`config.mk`:
```
export PLATFORM = sky130hd
export DESIGN_NAME = utf8_stream_decoder
export DESIGN_NICKNAME = d
export VERILOG_FILES = /design/src/rtl/u8sd_pkg.sv /design/src/rtl/u8sd_decode.sv /design/src/rtl/u8sd_outq.sv /design/src/rtl/utf8_stream_decoder.sv
export SDC_FILE = /design/constraint.sdc
export NUM_CORES = 1
export LEC_CHECK = 0
export BUFFER_PORTS_ARGS = -buffer_cell sky130_fd_sc_hd__buf_2
export CORE_MARGIN = 2
export CORE_UTILIZATION = 67
export DETAILED_ROUTE_END_ITERATION = 8
export GPL_ROUTABILITY_DRIVEN = 0
export PLACE_DENSITY_LB_ADDON = 0.08
export SETUP_SLACK_MARGIN = 0.05
export SYNTH_ARGS = -nofsm -noshare
export SYNTH_HDL_FRONTEND = slang
export SYNTH_SLANG_ARGS = --single-unit
```
`constraint.sdc`:
```
create_clock -name clk -period 17.45 [get_ports clk]
set_input_delay 0.8725 -clock clk [delete_from_list [all_inputs] [get_ports clk]]
set_output_delay 0.8725 -clock clk [all_outputs]
set_load 0.005 [all_outputs]
```
`src/rtl/u8sd_pkg.sv`:
```
// ----------------------------------------------------------------------------
// u8sd_pkg
// Shared types and constants for the UTF-8 stream decoder.
// ----------------------------------------------------------------------------
`timescale 1ns / 1ps

package u8sd_pkg;

  // Byte classification masks and patterns.
  localparam logic [7:0] ASCII_LIMIT  = 8'h80;
  localparam logic [7:0] CONT_MASK    = 8'hC0;
  localparam logic [7:0] CONT_PAT     = 8'h80;
  localparam logic [7:0] LEAD2_MASK   = 8'hE0;
  localparam logic [7:0] LEAD2_PAT    = 8'hC0;
  localparam logic [7:0] LEAD3_MASK   = 8'hF0;
  localparam logic [7:0] LEAD3_PAT    = 8'hE0;
  localparam logic [7:0] LEAD2_BITS   = 8'h1F;
  localparam logic [7:0] LEAD3_BITS   = 8'h0F;
  localparam logic [7:0] CONT_BITS    = 8'h3F;

  // Most results one input byte can cause.
  localparam int unsigned MAX_RES = 3;

  // Number of held bytes.
  localparam logic [1:0] HELD_NONE = 2'd0;
  localparam logic [1:0] HELD_LEAD = 2'd1;
  localparam logic [1:0] HELD_TWO  = 2'd2;

  // Source byte counts of a result.
  localparam logic [1:0] NB_ONE   = 2'd1;
  localparam logic [1:0] NB_TWO   = 2'd2;
  localparam logic [1:0] NB_THREE = 2'd3;

  // Partial sequence held between bytes.
  typedef struct packed {
    logic [7:0] held_lead;
    logic [7:0] held_cont;
    logic [1:0] held_count;
  } u8sd_state_t;

  // One result word.
  typedef struct packed {
    logic        last_of_run;
    logic [1:0]  bytes_consumed;
    logic [15:0] code_point;
  } u8sd_res_t;

  // Everything the decoder hands to the output queue for one byte.
  typedef struct packed {
    logic [1:0] res_count;
    u8sd_res_t  res2;
    u8sd_res_t  res1;
    u8sd_res_t  res0;
  } u8sd_dec_t;

endpackage

```
`src/rtl/u8sd_decode.sv`:
```
// ----------------------------------------------------------------------------
// u8sd_decode
// Combinational decode of one byte against the held partial sequence:
// produces up to three result words and the next held state.
// ----------------------------------------------------------------------------
`timescale 1ns / 1ps

module u8sd_decode
  import u8sd_pkg::*;
(
  input  u8sd_state_t state_cur,
  input  logic [7:0]  data_byte,
  input  logic        end_of_text,
  output u8sd_state_t state_nxt,
  output u8sd_dec_t   dec
);

  u8sd_res_t  res [MAX_RES];
  logic [1:0] n;
  logic [1:0] last_idx;
  logic       do_fresh;
  logic       is_cont;
  logic       is_lead;
  u8sd_state_t st;

  assign is_cont = (data_byte & CONT_MASK) == CONT_PAT;
  assign is_lead = ((data_byte & LEAD2_MASK) == LEAD2_PAT) ||
                   ((data_byte & LEAD3_MASK) == LEAD3_PAT);

  // Results are appended in order; the count never passes three.
  always_comb begin
    for (int i = 0; i < MAX_RES; i++) begin
      res[i] = '0;
    end
    n        = 2'd0;
    do_fresh = 1'b0;
    st       = state_cur;

    if (st.held_count == HELD_NONE) begin
      do_fresh = 1'b1;
    end else if (is_cont) begin
      if (st.held_count == HELD_LEAD && (st.held_lead & LEAD2_MASK) == LEAD2_PAT) begin
        // Two-byte sequence completes.
        res[n].code_point     = {5'd0, st.held_lead[4:0], data_byte[5:0]};
        res[n].bytes_consumed = NB_TWO;
        n  = n + 2'd1;
        st = '0;
      end else if (st.held_count == HELD_LEAD) begin
        st.held_cont  = data_byte;
        st.held_count = HELD_TWO;
      end else begin
        // Three-byte sequence completes.
        res[n].code_point     = {st.held_lead[3:0], st.held_cont[5:0], data_byte[5:0]};
        res[n].bytes_consumed = NB_THREE;
        n  = n + 2'd1;
        st = '0;
      end
    end else begin
      // Missing continuation: release held bytes singly, then start over.
      res[n].code_point     = {8'd0, st.held_lead};
      res[n].bytes_consumed = NB_ONE;
      n = n + 2'd1;
      if (st.held_count >= HELD_TWO) begin
        res[n].code_point     = {8'd0, st.held_cont};
        res[n].bytes_consumed = NB_ONE;
        n = n + 2'd1;
      end
      st       = '0;
      do_fresh = 1'b1;
    end

    // Fresh byte with nothing held.
    if (do_fresh) begin
      if (data_byte < ASCII_LIMIT || !is_lead) begin
        res[n].code_point     = {8'd0, data_byte};
        res[n].bytes_consumed = NB_ONE;
        n = n + 2'd1;
      end else begin
        st.held_lead  = data_byte;
        st.held_cont  = 8'd0;
        st.held_count = HELD_LEAD;
      end
    end

    // End of text flushes whatever is still held.
    if (end_of_text) begin
      if (st.held_count >= HELD_LEAD && n < 2'd3) begin
        res[n].code_point     = {8'd0, st.held_lead};
        res[n].bytes_consumed = NB_ONE;
        n = n + 2'd1;
      end
      if (st.held_count >= HELD_TWO && n < 2'd3) begin
        res[n].code_point     = {8'd0, st.held_cont};
        res[n].bytes_consumed = NB_ONE;
        n = n + 2'd1;
      end
      st = '0;
    end

    // Mark the final result of this byte.
    last_idx = n - 2'd1;
    if (n != 2'd0) begin
      res[last_idx].last_of_run = 1'b1;
    end
  end

  assign state_nxt     = st;
  assign dec.res_count = n;
  assign dec.res0      = res[0];
  assign dec.res1      = res[1];
  assign dec.res2      = res[2];

endmodule

```
`src/rtl/u8sd_outq.sv`:
```
// ----------------------------------------------------------------------------
// u8sd_outq
// Four-word result queue that takes up to three words in one cycle and
// drives the result stream one word at a time.
// ----------------------------------------------------------------------------
`timescale 1ns / 1ps

module u8sd_outq
  import u8sd_pkg::*;
(
  input  logic       clk,
  input  logic       rst_n,
  input  logic       push,
  input  u8sd_dec_t  dec,
  output logic       room,
  output logic       out_valid,
  input  logic       out_ready,
  output u8sd_res_t  out_word
);

  localparam int unsigned DEPTH = 4;

  u8sd_res_t  q_r [DEPTH];
  logic [1:0] wr_ptr_r, wr_ptr_nxt;
  logic [1:0] rd_ptr_r, rd_ptr_nxt;
  logic [2:0] count_r, count_nxt;
  logic       pop;
  logic [3:0] fill_after;
  u8sd_res_t  wr_word [MAX_RES];

  assign wr_word[0] = dec.res0;
  assign wr_word[1] = dec.res1;
  assign wr_word[2] = dec.res2;

  assign out_valid = count_r != 3'd0;
  assign out_word  = q_r[rd_ptr_r];
  assign pop       = out_valid && out_ready;

  // Room when this cycle's words fit after any pop.
  assign fill_after = {1'b0, count_r} - {3'd0, pop} + {2'd0, dec.res_count};
  assign room       = fill_after <= 4'(DEPTH);

  always_comb begin
    wr_ptr_nxt = wr_ptr_r;
    rd_ptr_nxt = rd_ptr_r;
    count_nxt  = count_r;
    if (push) begin
      wr_ptr_nxt = wr_ptr_r + dec.res_count;
      count_nxt  = count_nxt + {1'b0, dec.res_count};
    end
    if (pop) begin
      rd_ptr_nxt = rd_ptr_r + 2'd1;
      count_nxt  = count_nxt - 3'd1;
    end
  end

  // Pointers and fill count.
  always_ff @(posedge clk) begin
    if (!rst_n) begin
      wr_ptr_r <= '0;
      rd_ptr_r <= '0;
      count_r  <= '0;
    end else begin
      wr_ptr_r <= wr_ptr_nxt;
      rd_ptr_r <= rd_ptr_nxt;
      count_r  <= count_nxt;
    end
  end

  // Word storage.
  always_ff @(posedge clk) begin
    if (push) begin
      for (int i = 0; i < MAX_RES; i++) begin
        if (2'(i) < dec.res_count) begin
          q_r[wr_ptr_r + 2'(i)] <= wr_word[i];
        end
      end
    end
  end

`ifndef ASSERT_OFF
  a_count_max: assert property (@(posedge clk) disable iff (!rst_n)
    count_r <= 3'(DEPTH))
    else $error("result queue overfilled");
  a_ptr_fill: assert property (@(posedge clk) disable iff (!rst_n)
    (wr_ptr_r - rd_ptr_r) == count_r[1:0])
    else $error("queue pointers disagree with fill count");
  a_push_room: assert property (@(posedge clk) disable iff (!rst_n)
    push |-> room)
    else $error("push without room");
`endif

endmodule

```
`src/rtl/utf8_stream_decoder.sv`:
```
// ----------------------------------------------------------------------------
// utf8_stream_decoder
// UTF-8 byte stream to code point stream, sequences of up to three bytes.
// ----------------------------------------------------------------------------
// Usage:
//   The input stream carries one text byte per word in in_tdata; in_tlast
//   marks the last byte of a string and flushes any partial sequence.
//   The result stream carries one code point per word, with the number of
//   source bytes it stands for; out_tlast marks the final word caused by
//   a given input byte. Bytes that complete no code point give no word.
//   A byte taken lands in the input register and is decoded there; once
//   the queue has room, its words join the queue that drives the output.
//   Throughput: one byte per cycle, set by the combinational decode between
//   the input register and a four-word result queue. Malformed input can
//   give up to three words for one byte; those drain one per cycle while
//   the receiver is ready, and the input holds off only while the queue
//   lacks room for a decoded byte. When the receiver stalls, the queue fills
//   and in_tready drops; nothing is lost. Reset empties the input register
//   and the queue and clears the held partial sequence.
// ----------------------------------------------------------------------------
`timescale 1ns / 1ps

module utf8_stream_decoder
  import u8sd_pkg::*;
(
  input  logic        clk,
  input  logic        rst_n,
  input  logic        in_tvalid,
  output logic        in_tready,
  input  logic [7:0]  in_tdata,   // [7:0] data_byte
  input  logic        in_tlast,   // end_of_text
  output logic        out_tvalid,
  input  logic        out_tready,
  output logic [23:0] out_tdata,  // [15:0] code_point, [17:16] bytes_consumed, zero fill
  output logic        out_tlast   // last_of_run
);

  logic        s_valid_r, s_valid_nxt;
  logic [7:0]  s_byte_r;
  logic        s_eot_r;
  u8sd_state_t state_r, state_nxt;
  u8sd_dec_t   dec;
  logic        room;
  logic        fire;
  u8sd_res_t   out_word;

  u8sd_decode u_decode (
    .state_cur   (state_r),
    .data_byte   (s_byte_r),
    .end_of_text (s_eot_r),
    .state_nxt   (state_nxt),
    .dec         (dec)
  );

  u8sd_outq u_outq (
    .clk       (clk),
    .rst_n     (rst_n),
    .push      (fire),
    .dec       (dec),
    .room      (room),
    .out_valid (out_tvalid),
    .out_ready (out_tready),
    .out_word  (out_word)
  );

  // Decode the registered byte once its results fit in the queue.
  assign fire        = s_valid_r && room;
  assign in_tready   = !s_valid_r || fire;
  assign s_valid_nxt = (in_tvalid && in_tready) || (s_valid_r && !fire);

  // Input register and held sequence state.
  always_ff @(posedge clk) begin
    if (!rst_n) begin
      s_valid_r <= 1'b0;
      state_r   <= '0;
    end else begin
      s_valid_r <= s_valid_nxt;
      if (fire) begin
        state_r <= state_nxt;
      end
    end
  end

  always_ff @(posedge clk) begin
    if (in_tvalid && in_tready) begin
      s_byte_r <= in_tdata;
      s_eot_r  <= in_tlast;
    end
  end

  // Result stream packing.
  assign out_tdata = {6'd0, out_word.bytes_consumed, out_word.code_point};
  assign out_tlast = out_word.last_of_run;

`ifndef ASSERT_OFF
  a_held_count: assert property (@(posedge clk) disable iff (!rst_n)
    state_r.held_count != NB_THREE)
    else $error("held count out of range");
  a_cont_clear: assert property (@(posedge clk) disable iff (!rst_n)
    (state_r.held_count != HELD_TWO) |-> (state_r.held_cont == 8'd0))
    else $error("stale held continuation byte");
  a_lead_clear: assert property (@(posedge clk) disable iff (!rst_n)
    (state_r.held_count == HELD_NONE) |-> (state_r.held_lead == 8'd0))
    else $error("stale held lead byte");
  a_state_hold: assert property (@(posedge clk) disable iff (!rst_n)
    !fire |=> $stable(state_r))
    else $error("held state changed without a decode");
`endif

endmodule

```
==> results of run 1 <==
==> final timing paths <==
kind | cells after the start | endpoint | slack (ns)
max reg2reg | 23 | u_outq.q_r[3][0] | 8.81
min reg2reg | 1 | state_r[8] | 0.49
max | 23 | u_outq.q_r[3][0] | 8.81
min | 1 | state_r[8] | 0.49
==> flip-flops by register name (all words and copies together) (netlist names), named ones only <==
name and cells:
s_byte_r 8, s_eot_r 1, s_valid_r 1, state_r 18
u_outq.count_r 3, u_outq.q_r 76, u_outq.rd_ptr_r 2, u_outq.wr_ptr_r 2
==> stage by stage <==
step	std cells	utilization	total power, W
floorplan	674	-	0.0007051
detailed placement	801	0.6995	0.0008263
CTS	833	0.7540	0.001178
global placement	801	0.6995	0.0008081
finish	833	0.7540	0.001185
global route	833	0.7540	0.001239
==> placed cells by master, fill, tap and decap left out, types with 4 or more instances in the layout <==
master,instances
dfxtp_1,28
nand2b_1,4
nand2_1,28
o21ai_0,22
a31o_2,4
a21oi_1,47
a211oi_1,6
buf_2,33
clkinv_2,5
conb_1,6
mux2i_1,57
a22oi_1,11
mux2_1,12
a22o_1,6
buf_4,6
a221o_1,6
or3_1,6
clkbuf_16,16
nor3_1,13
edfxtp_1,85
nor2_1,22
inv_1,25
nor2b_1,24
and3_1,36
a31oi_1,9
and2_1,4
nand3_1,14
mux2_2,19
a21o_1,7
ha_1,20
xnor2_1,7
mux4_2,19
==> per-layer routing <==
metal  up-vias  share of wire  global-route usage
met5         -              0                   0
met4         0          0.043              0.1493
met3       118           0.10             0.09026
met2       378           0.47              0.5186
met1      2755           0.39              0.4470
li1       2582              -                   -
==> power by group <==
group / internal [W] / switching (W) / total (W) / leakage [nW]
Clock: 0.000224 / 0.000124 / 0.000348 / 0.287
Combinational: 0.000182 / 0.000264 / 0.000445 / 1.78
Sequential: 0.000351 / 0.0000417 / 0.000392 / 1.04
Total: 0.000756 / 0.000430 / 0.00119 / 3.11
==> cell type report <==
cell class	instances	share of cell area
Inverter	27	0.01245
Sequential cell	113	0.3825
Multi-Input combinational cell	482	0.4854
Timing Repair Buffer	39	0.02583
Tap cell	140	0.02153
Clock buffer	21	0.05520
Clock inverter	11	0.01707
==> logic make-up (layout without fill, tap and decap cells) <==
| group | count (synthesis) | after routing | synth area share |
|---|---|---|---|
| AND/OR/NAND/NOR | 178 | 178 | 0.1438 |
| AO/OA/AOI/OAI | 160 | 160 | 0.1521 |
| flip-flops | 113 | 113 | 0.4208 |
| multiplexers | 107 | 107 | 0.1822 |
| buffers and inverters | 79 | 98 | 0.05040 |
| adder cells (fa/ha/maj) | 24 | 24 | 0.04195 |
| XOR/XNOR | 7 | 7 | 0.008288 |
| other | 1 | 6 | 0.0005070 |
==> worst register-to-register path, stage by stage, from the launching register on <==
cell	delay (ns)
dfxtp_1	1.07
inv_1	0.24
o211ai_1	0.22
nand2_1	0.18
ha_1	0.31
o21ai_1	0.09
a21oi_4	0.31
ha_1	0.31
inv_1	0.16
nand2_4	0.14
nand2_1	0.07
o21a_1	0.16
ha_1	0.27
and3_1	0.20
o32ai_4	0.54
nor2_1	0.22
ha_1	0.36
fa_1	0.55
inv_1	0.04
o21ai_0	0.28
nand3_2	0.77
nor4b_4	1.12
nand2_2	0.41
mux2_2	0.38
==> results summary, run 1 <==
The required time of the critical path is 17.74 ns. The count of pins over their slew limit came out at 0. After layout, the worst setup slack is 8.810 ns.

The synthesized design contains 113 register bits. The number of flops mapped to enable cells by yosys is 85. The HPWL after detailed placement is 13090 µm. The critical-path maximum fanout came out at 41.

The I/O pin count is 40. The via count of the first global-routing pass is 5484. The proportion of synthesized flip-flops having asynchronous set or reset is 0.

The data arrival time at the worst-slack endpoint came out at 8.93 ns. Once placement finished, the instance area stood at 7550 µm². The kind of launch point of the worst setup path is a register. The total wire length after detailed routing came out at 19280 µm. The most common cell type on the critical path is ha_1. The cell at the root of the clock tree is clkbuf_8. Measured along the y axis, the die boundary spans 109.1 µm. The sequential cell area fraction in the yosys report came out at 0.4208.

The biggest area contributor in the post-synthesis netlist is edfxtp_1. For this configuration, the core starts out at a cell density of 0.6854. The number of distinct library cell variants in the gate-level netlist after synthesis is 84.

The number of buffer and inverter stages on the critical path came out at 3. The kind of cell with the highest combined delay on the critical path is simple AND/OR/NAND/NOR gates. The floorplan has 38 rows. After clock tree synthesis, the setup repair step added 0 buffers. Clock-pin slew was measured on the worst setup and hold paths at 0.06 ns. The worst hold slack is 0.4914 ns. In this run the tightest slew margin relative to its limit is 0.1867. Counting the fill cells in the layout gives 691. The startpoint identified for the worst register-to-register timing path is state_r[1]. The number of nets still failing antenna checks after routing came out at 0. In this run the worst hold path is classified as register to register. The CTS H-tree depth came out at 4. Among all cell types in the netlist, the one instantiated most often is edfxtp_1. The maximum vdd drop came out at 0.0001805 V. The setup total negative slack came out at 0 ns.

The count of cells resized by post-cts repair is 0. The count of endpoints failing hold in the final timing report was 0. On the worst path, the slowest cell contributes a delay of 1.10 ns. TritonCTS built the clock tree. The maximum operating frequency is 115.7 MHz. By count the netlist is led by edfxtp_1 (85), mux2i_1 (57), a21oi_1 (47). The mean cell area of the mapped netlist is 11.06 µm². The detailed-routing iteration count for the pre-antenna-repair pass is 7.

The number of antenna violations at the first check in global routing is 0. The critical path is of the register to register type. Synthesis produced a netlist whose cell count is 669. The core region is 10790 µm². OpenSTA, run right after detailed placement, puts the worst setup slack at 9.112 ns. The run finished with clean final reports.

The later pin in the worst-skew pair is clocked with a latency of 0.54 ns. The horizontal die dimension came out at 109.1 µm. The area share of the largest cell type after synthesis came out at 0.3451.

The launch point of the critical path is state_r[1]. The total die area came out at 11900 µm². Sorting the synthesized cells by area gives the leading types as edfxtp_1 (35%), mux2i_1 (7.7%), dfxtp_1 (7.6%).

The number of synthesis warnings came out at 0. The critical hold path startpoint is state_r[8]. Dividing the detail-routed via count by the number of cells gives 7.002. The synthesized area is 7397 µm². Among all flip-flop cells after synthesis, the most frequent one is edfxtp_1. The reported leakage power is 3.115 nW. Setup violations remaining at the end of the flow were counted as 0. Max-cap violations in this run came to 0. The first global-routing pass estimated 30020 µm of wire. The endpoint type of the worst setup path is a register.

The maximum buffer depth of the clock tree came out at 2. The synthesis-to-finish area growth is 10.01%. Setup repair after global routing left no endpoint under its margin. The total number of vias is 5833. The cell area after layout came out at 8138 µm². Traced cell by cell, the critical path runs through inv_1 -> o211ai_1 -> nand2_1 -> ha_1 -> o21ai_1 -> a21oi_4 -> ha_1 -> inv_1 -> nand2_4 -> nand2_1 -> o21a_1 -> ha_1 -> and3_1 -> o32ai_4 -> nor2_1 -> ha_1 -> fa_1 -> inv_1 -> o21ai_0 -> nand3_2 -> nor4b_4 -> nand2_2 -> mux2_2.

The final routed wire length divided by cell count came out at 23.14 µm. The remaining global-route overflow is 0. The share of layout cells above drive strength 1 came out at 0.1934.

The number of hold buffers added after CTS came out at 0. The number of DRC markers after the initial detailed-route iteration came out at 702. The worst path in the final design needs a cycle of 8.640 ns, including I/O delays and setup. The cell area power density is 145.7 nW/µm². Counting every sink on the clock net gives 113. The number of input and output port buffers inserted is 33.

The antenna diode count is 0. Summing all multi-input logic gate instances after layout gives 3950 µm². TritonCTS created 17 clock buffers. For this run, design rule violations remaining after detail routing come to 0. Entering global routing, the biggest net connects 42 pins. For the pin with the worst max-slew slack, the measured transition is 1.219 ns. The worst clock skew on the final layout came out at 0.006813 ns. The library cell contributing the largest single delay on the critical path is nor4b_4.

The final clock period utilization by the worst path came out at 0.4951. The area occupied by registers is 3113 µm². Across every metal layer, demand over resource in global routing totals 0.3367. For this run, the post-layout net count is 715.
No activity file was read; power rests on OpenSTA's default activity.
==> run 2: changes to the inputs <==
CORE_UTILIZATION = 56   (was 67)
clock period = 7.7 ns   (was 17.45 ns; I/O delays follow)
==> run 2 against run 1 <==
Effect of this change:
- total power increased by 130%
- cell area increased by 2.2%
- flip-flop and latch count unchanged
- clock skew increased by 0.0055 ns
- sequential share of layout area decreased by 0.81 points
- count of clock-buffer cells in the layout decreased by 2
- non-clock buffer count increased by 10
- global-route usage decreased by 5.9 points
- first-iteration DRC count decreased by 2.6%
- clock power increased by 150%
- worst setup slack got worse by 8.3 ns
- sequential power increased by 120%
- largest cell class unchanged
- highest routed layer unchanged
==> results summary, run 2 (synthesized netlist as in run 1, its figures left out) <==
The library cell used most frequently in the layout, excluding fill and tap cells, is edfxtp_1. The reported leakage power is 3.196 nW (+2.6%). In this run the clock root is driven by a clkbuf_16. The global routing usage on met3 was 0.06609 (-0.02417). The data arrival time at the worst-slack endpoint came out at 7.32 ns (-1.61 ns). The final clock period utilization by the worst path is 0.9304 (+0.4353). The overall fraction of global-route tracks in use is 0.2778 (-0.05890). The largest incremental delay on the critical path is 0.67 ns (-0.43 ns).

The most common cell type on the critical path is ha_1. The CTS buffer count is 17 (unchanged). The count of cells resized by post-cts repair is 0 (unchanged).

The library cell contributing the largest single delay on the critical path is dfxtp_1. The count of endpoints failing hold in the final timing report is 0 (unchanged). The synthesis-to-finish area growth is 12.38%. The top cell types in the final layout, fill and taps aside, are edfxtp_1 (85), mux2i_1 (57), a21oi_1 (47).

The worst setup path is launched from a register. The largest registers in the layout are u_outq.q_r x76, state_r x18, s_byte_r x8. The pin slew with the least headroom to its limit is 1.120 ns (-0.09816 ns).

The total die area is 14140 µm² (+19%). The clock-pin transition on the worst setup and hold timing paths came out at 0.05 ns (about the same). The minimum clock period after layout was 7.164 ns (-1.475 ns). Grouping stages by cell kind, the critical path spends the most delay in simple AND/OR/NAND/NOR gates. The maximum vdd drop came out at 0.0002392 V (+33%). The count of nets after finishing is 725 (+1.4%). The initial cell density of the core is 0.5791 (-0.1063). The run finished with clean final reports. The number of rows in the core area was 41 (+7.9%). Walking the worst path, the cells encountered are inv_1 -> o211ai_1 -> nand2_1 -> ha_1 -> o21ai_1 -> a21oi_4 -> ha_1 -> inv_1 -> nand2_4 -> xnor2_1 -> ha_1 -> and3_1 -> o32ai_4 -> nor2_1 -> ha_1 -> fa_1 -> inv_1 -> o21ai_0 -> nand3_2 -> nor4b_4 -> buf_4 -> nand2_2 -> mux2_2.

The horizontal die dimension is 118.9 µm (+9.0%). The number of hold buffers added after CTS is 0 (unchanged). The share of layout cells above drive strength 1 is 0.2006 (+0.007207). The pin count of the biggest net entering global routing came to 32 (-24%).

Ranked by flip-flop count, first place goes to u_outq.q_r. The final routed wire length divided by cell count is 21.52 µm (-7.0%). The number of input and output port buffers inserted came to 33 (unchanged). The cell area power density is 332.1 nW/µm² (+130%).

The area of combinational cells with multiple inputs was 3950 µm² (unchanged). The I/O pin count came out at 40 (unchanged). The antenna diode count came out at 0 (unchanged).

The worst clock skew on the final layout is 0.01233 ns (+0.005516 ns). The floorplan core area is 12770 µm² (+18%). The met2 usage in global routing came to 0.4353 (-0.08329). The detailed-route DRC error count came out at 0 (unchanged). The critical-path maximum fanout is 15 (-63%). The number of buffer and inverter stages on the critical path came out at 4 (+1).

The CTS H-tree depth is 4 (unchanged). The number of setup buffers added after CTS came out at 0 (unchanged). The endpoint type of the worst setup path is a register.

The area occupied by registers came out at 3113 µm² (unchanged). The total number of vias is 5635 (-3.4%). The clock latency of the later-clocked register in the worst-skew pair came out at 0.42 ns (-0.12 ns). The required time of the critical path is 7.86 ns (-9.88 ns). The placement-stage cell area was 7665 µm² (+1.5%).

The number of nets still failing antenna checks after routing is 0 (unchanged). The number of DRC markers after the initial detailed-route iteration is 684 (-2.6%). The filler cell count was 1001 (+45%). Setup repair after global routing left no endpoint under its margin. The via count of the first global-routing pass came to 5495 (+0.20%). TritonCTS built the clock tree. The global routing met1 resource utilization is 0.3740 (-0.07298). The maximum operating frequency is 139.6 MHz (+21%).

The highest-utilization routing layer at the global route stage is met2. The number of cells after detailed placement came to 843 (+5.2%). The detailed-routing iteration count for the pre-antenna-repair pass came to 6 (-1). The cell area after layout is 8313 µm² (+2.2%). The HPWL after detailed placement was 13150 µm (+0.51%). The max-slew headroom at the worst pin was 0.2520 (+0.06529). The maximum buffer depth of the clock tree came out at 2 (unchanged). The number of standard cells in the layout, taps in and fillers out is 875 (+5.0%). The total wire length after detailed routing is 18830 µm (-2.3%).

The total clock sinks is 113 (unchanged). The remaining global-route overflow came out at 0 (unchanged). The number of vias per cell after detailed routing came to 6.440 (-8.0%). The overall power of the completed layout came to 0.002760 W (+130%). The number of endpoints failing setup at the final stage was 0 (unchanged). The count of pins over their slew limit came out at 0 (unchanged). The critical path is of the register to register type. The chip height came to 118.9 µm (+9.0%).

The number of antenna violations at the first check in global routing came out at 0 (unchanged). The worst hold path belongs to the class input port to register. The wire length of the first global-routing pass is 30020 µm (unchanged).

The number of maximum-capacitance violations came out at 0 (unchanged). The number of flip-flops in the largest register is 76 (unchanged).
run 2: area by class of cell:
type,count,share of cell area
Sequential cell,113,0.3745
Multi-Input combinational cell,482,0.4752
Tap cell,172,0.02589
Clock buffer,19,0.05208
Timing Repair Buffer,49,0.03432
Clock inverter,13,0.02589
Inverter,27,0.01219
run 2: stage by stage:
step	util	setup TNS, ns	hold WS, ns	worst slack (ns)
2_1_floorplan	-	-17.76	0.4529	-0.4672
3_3_place_gp	0.6001	0	0.4771	0.9467
3_5_place_dp	0.6001	0	0.4936	0.6448
4_1_cts	0.6508	0	0.1207	0.6189
5_1_grt	0.6508	0	0.1246	0.06056
6_report	0.6508	0	0.1375	0.5357
run 2: report_power, final:
group | switching, W | internal (W)
Sequential | 0.0000644 | 0.000794
Clock | 0.000263 | 0.000600
Combinational | 0.000619 | 0.000420
run 2: routing by layer:
metal / routed length [µm] / share of wire / vias up
met5: 0 / 0 / -
met2: 8824 / 0.47 / 265
li1: - / - / 2596
met1: 8026 / 0.43 / 2728
met4: 535 / 0.028 / 0
met3: 1443 / 0.077 / 46
run 2: path summary, 6_finish.rpt:
| path | start | endpoint | slack [ns] | depth (start not counted) |
|---|---|---|---|---|
| worst max-delay path | state_r[0] | u_outq.q_r[3][1] | 0.54 | 23 |
| worst min-delay path | in_tdata[6] | s_byte_r[6] | 0.14 | 1 |
| worst max register to register | state_r[0] | u_outq.q_r[3][1] | 0.54 | 23 |
| worst min register to register | state_r[8] | state_r[8] | 0.50 | 1 |
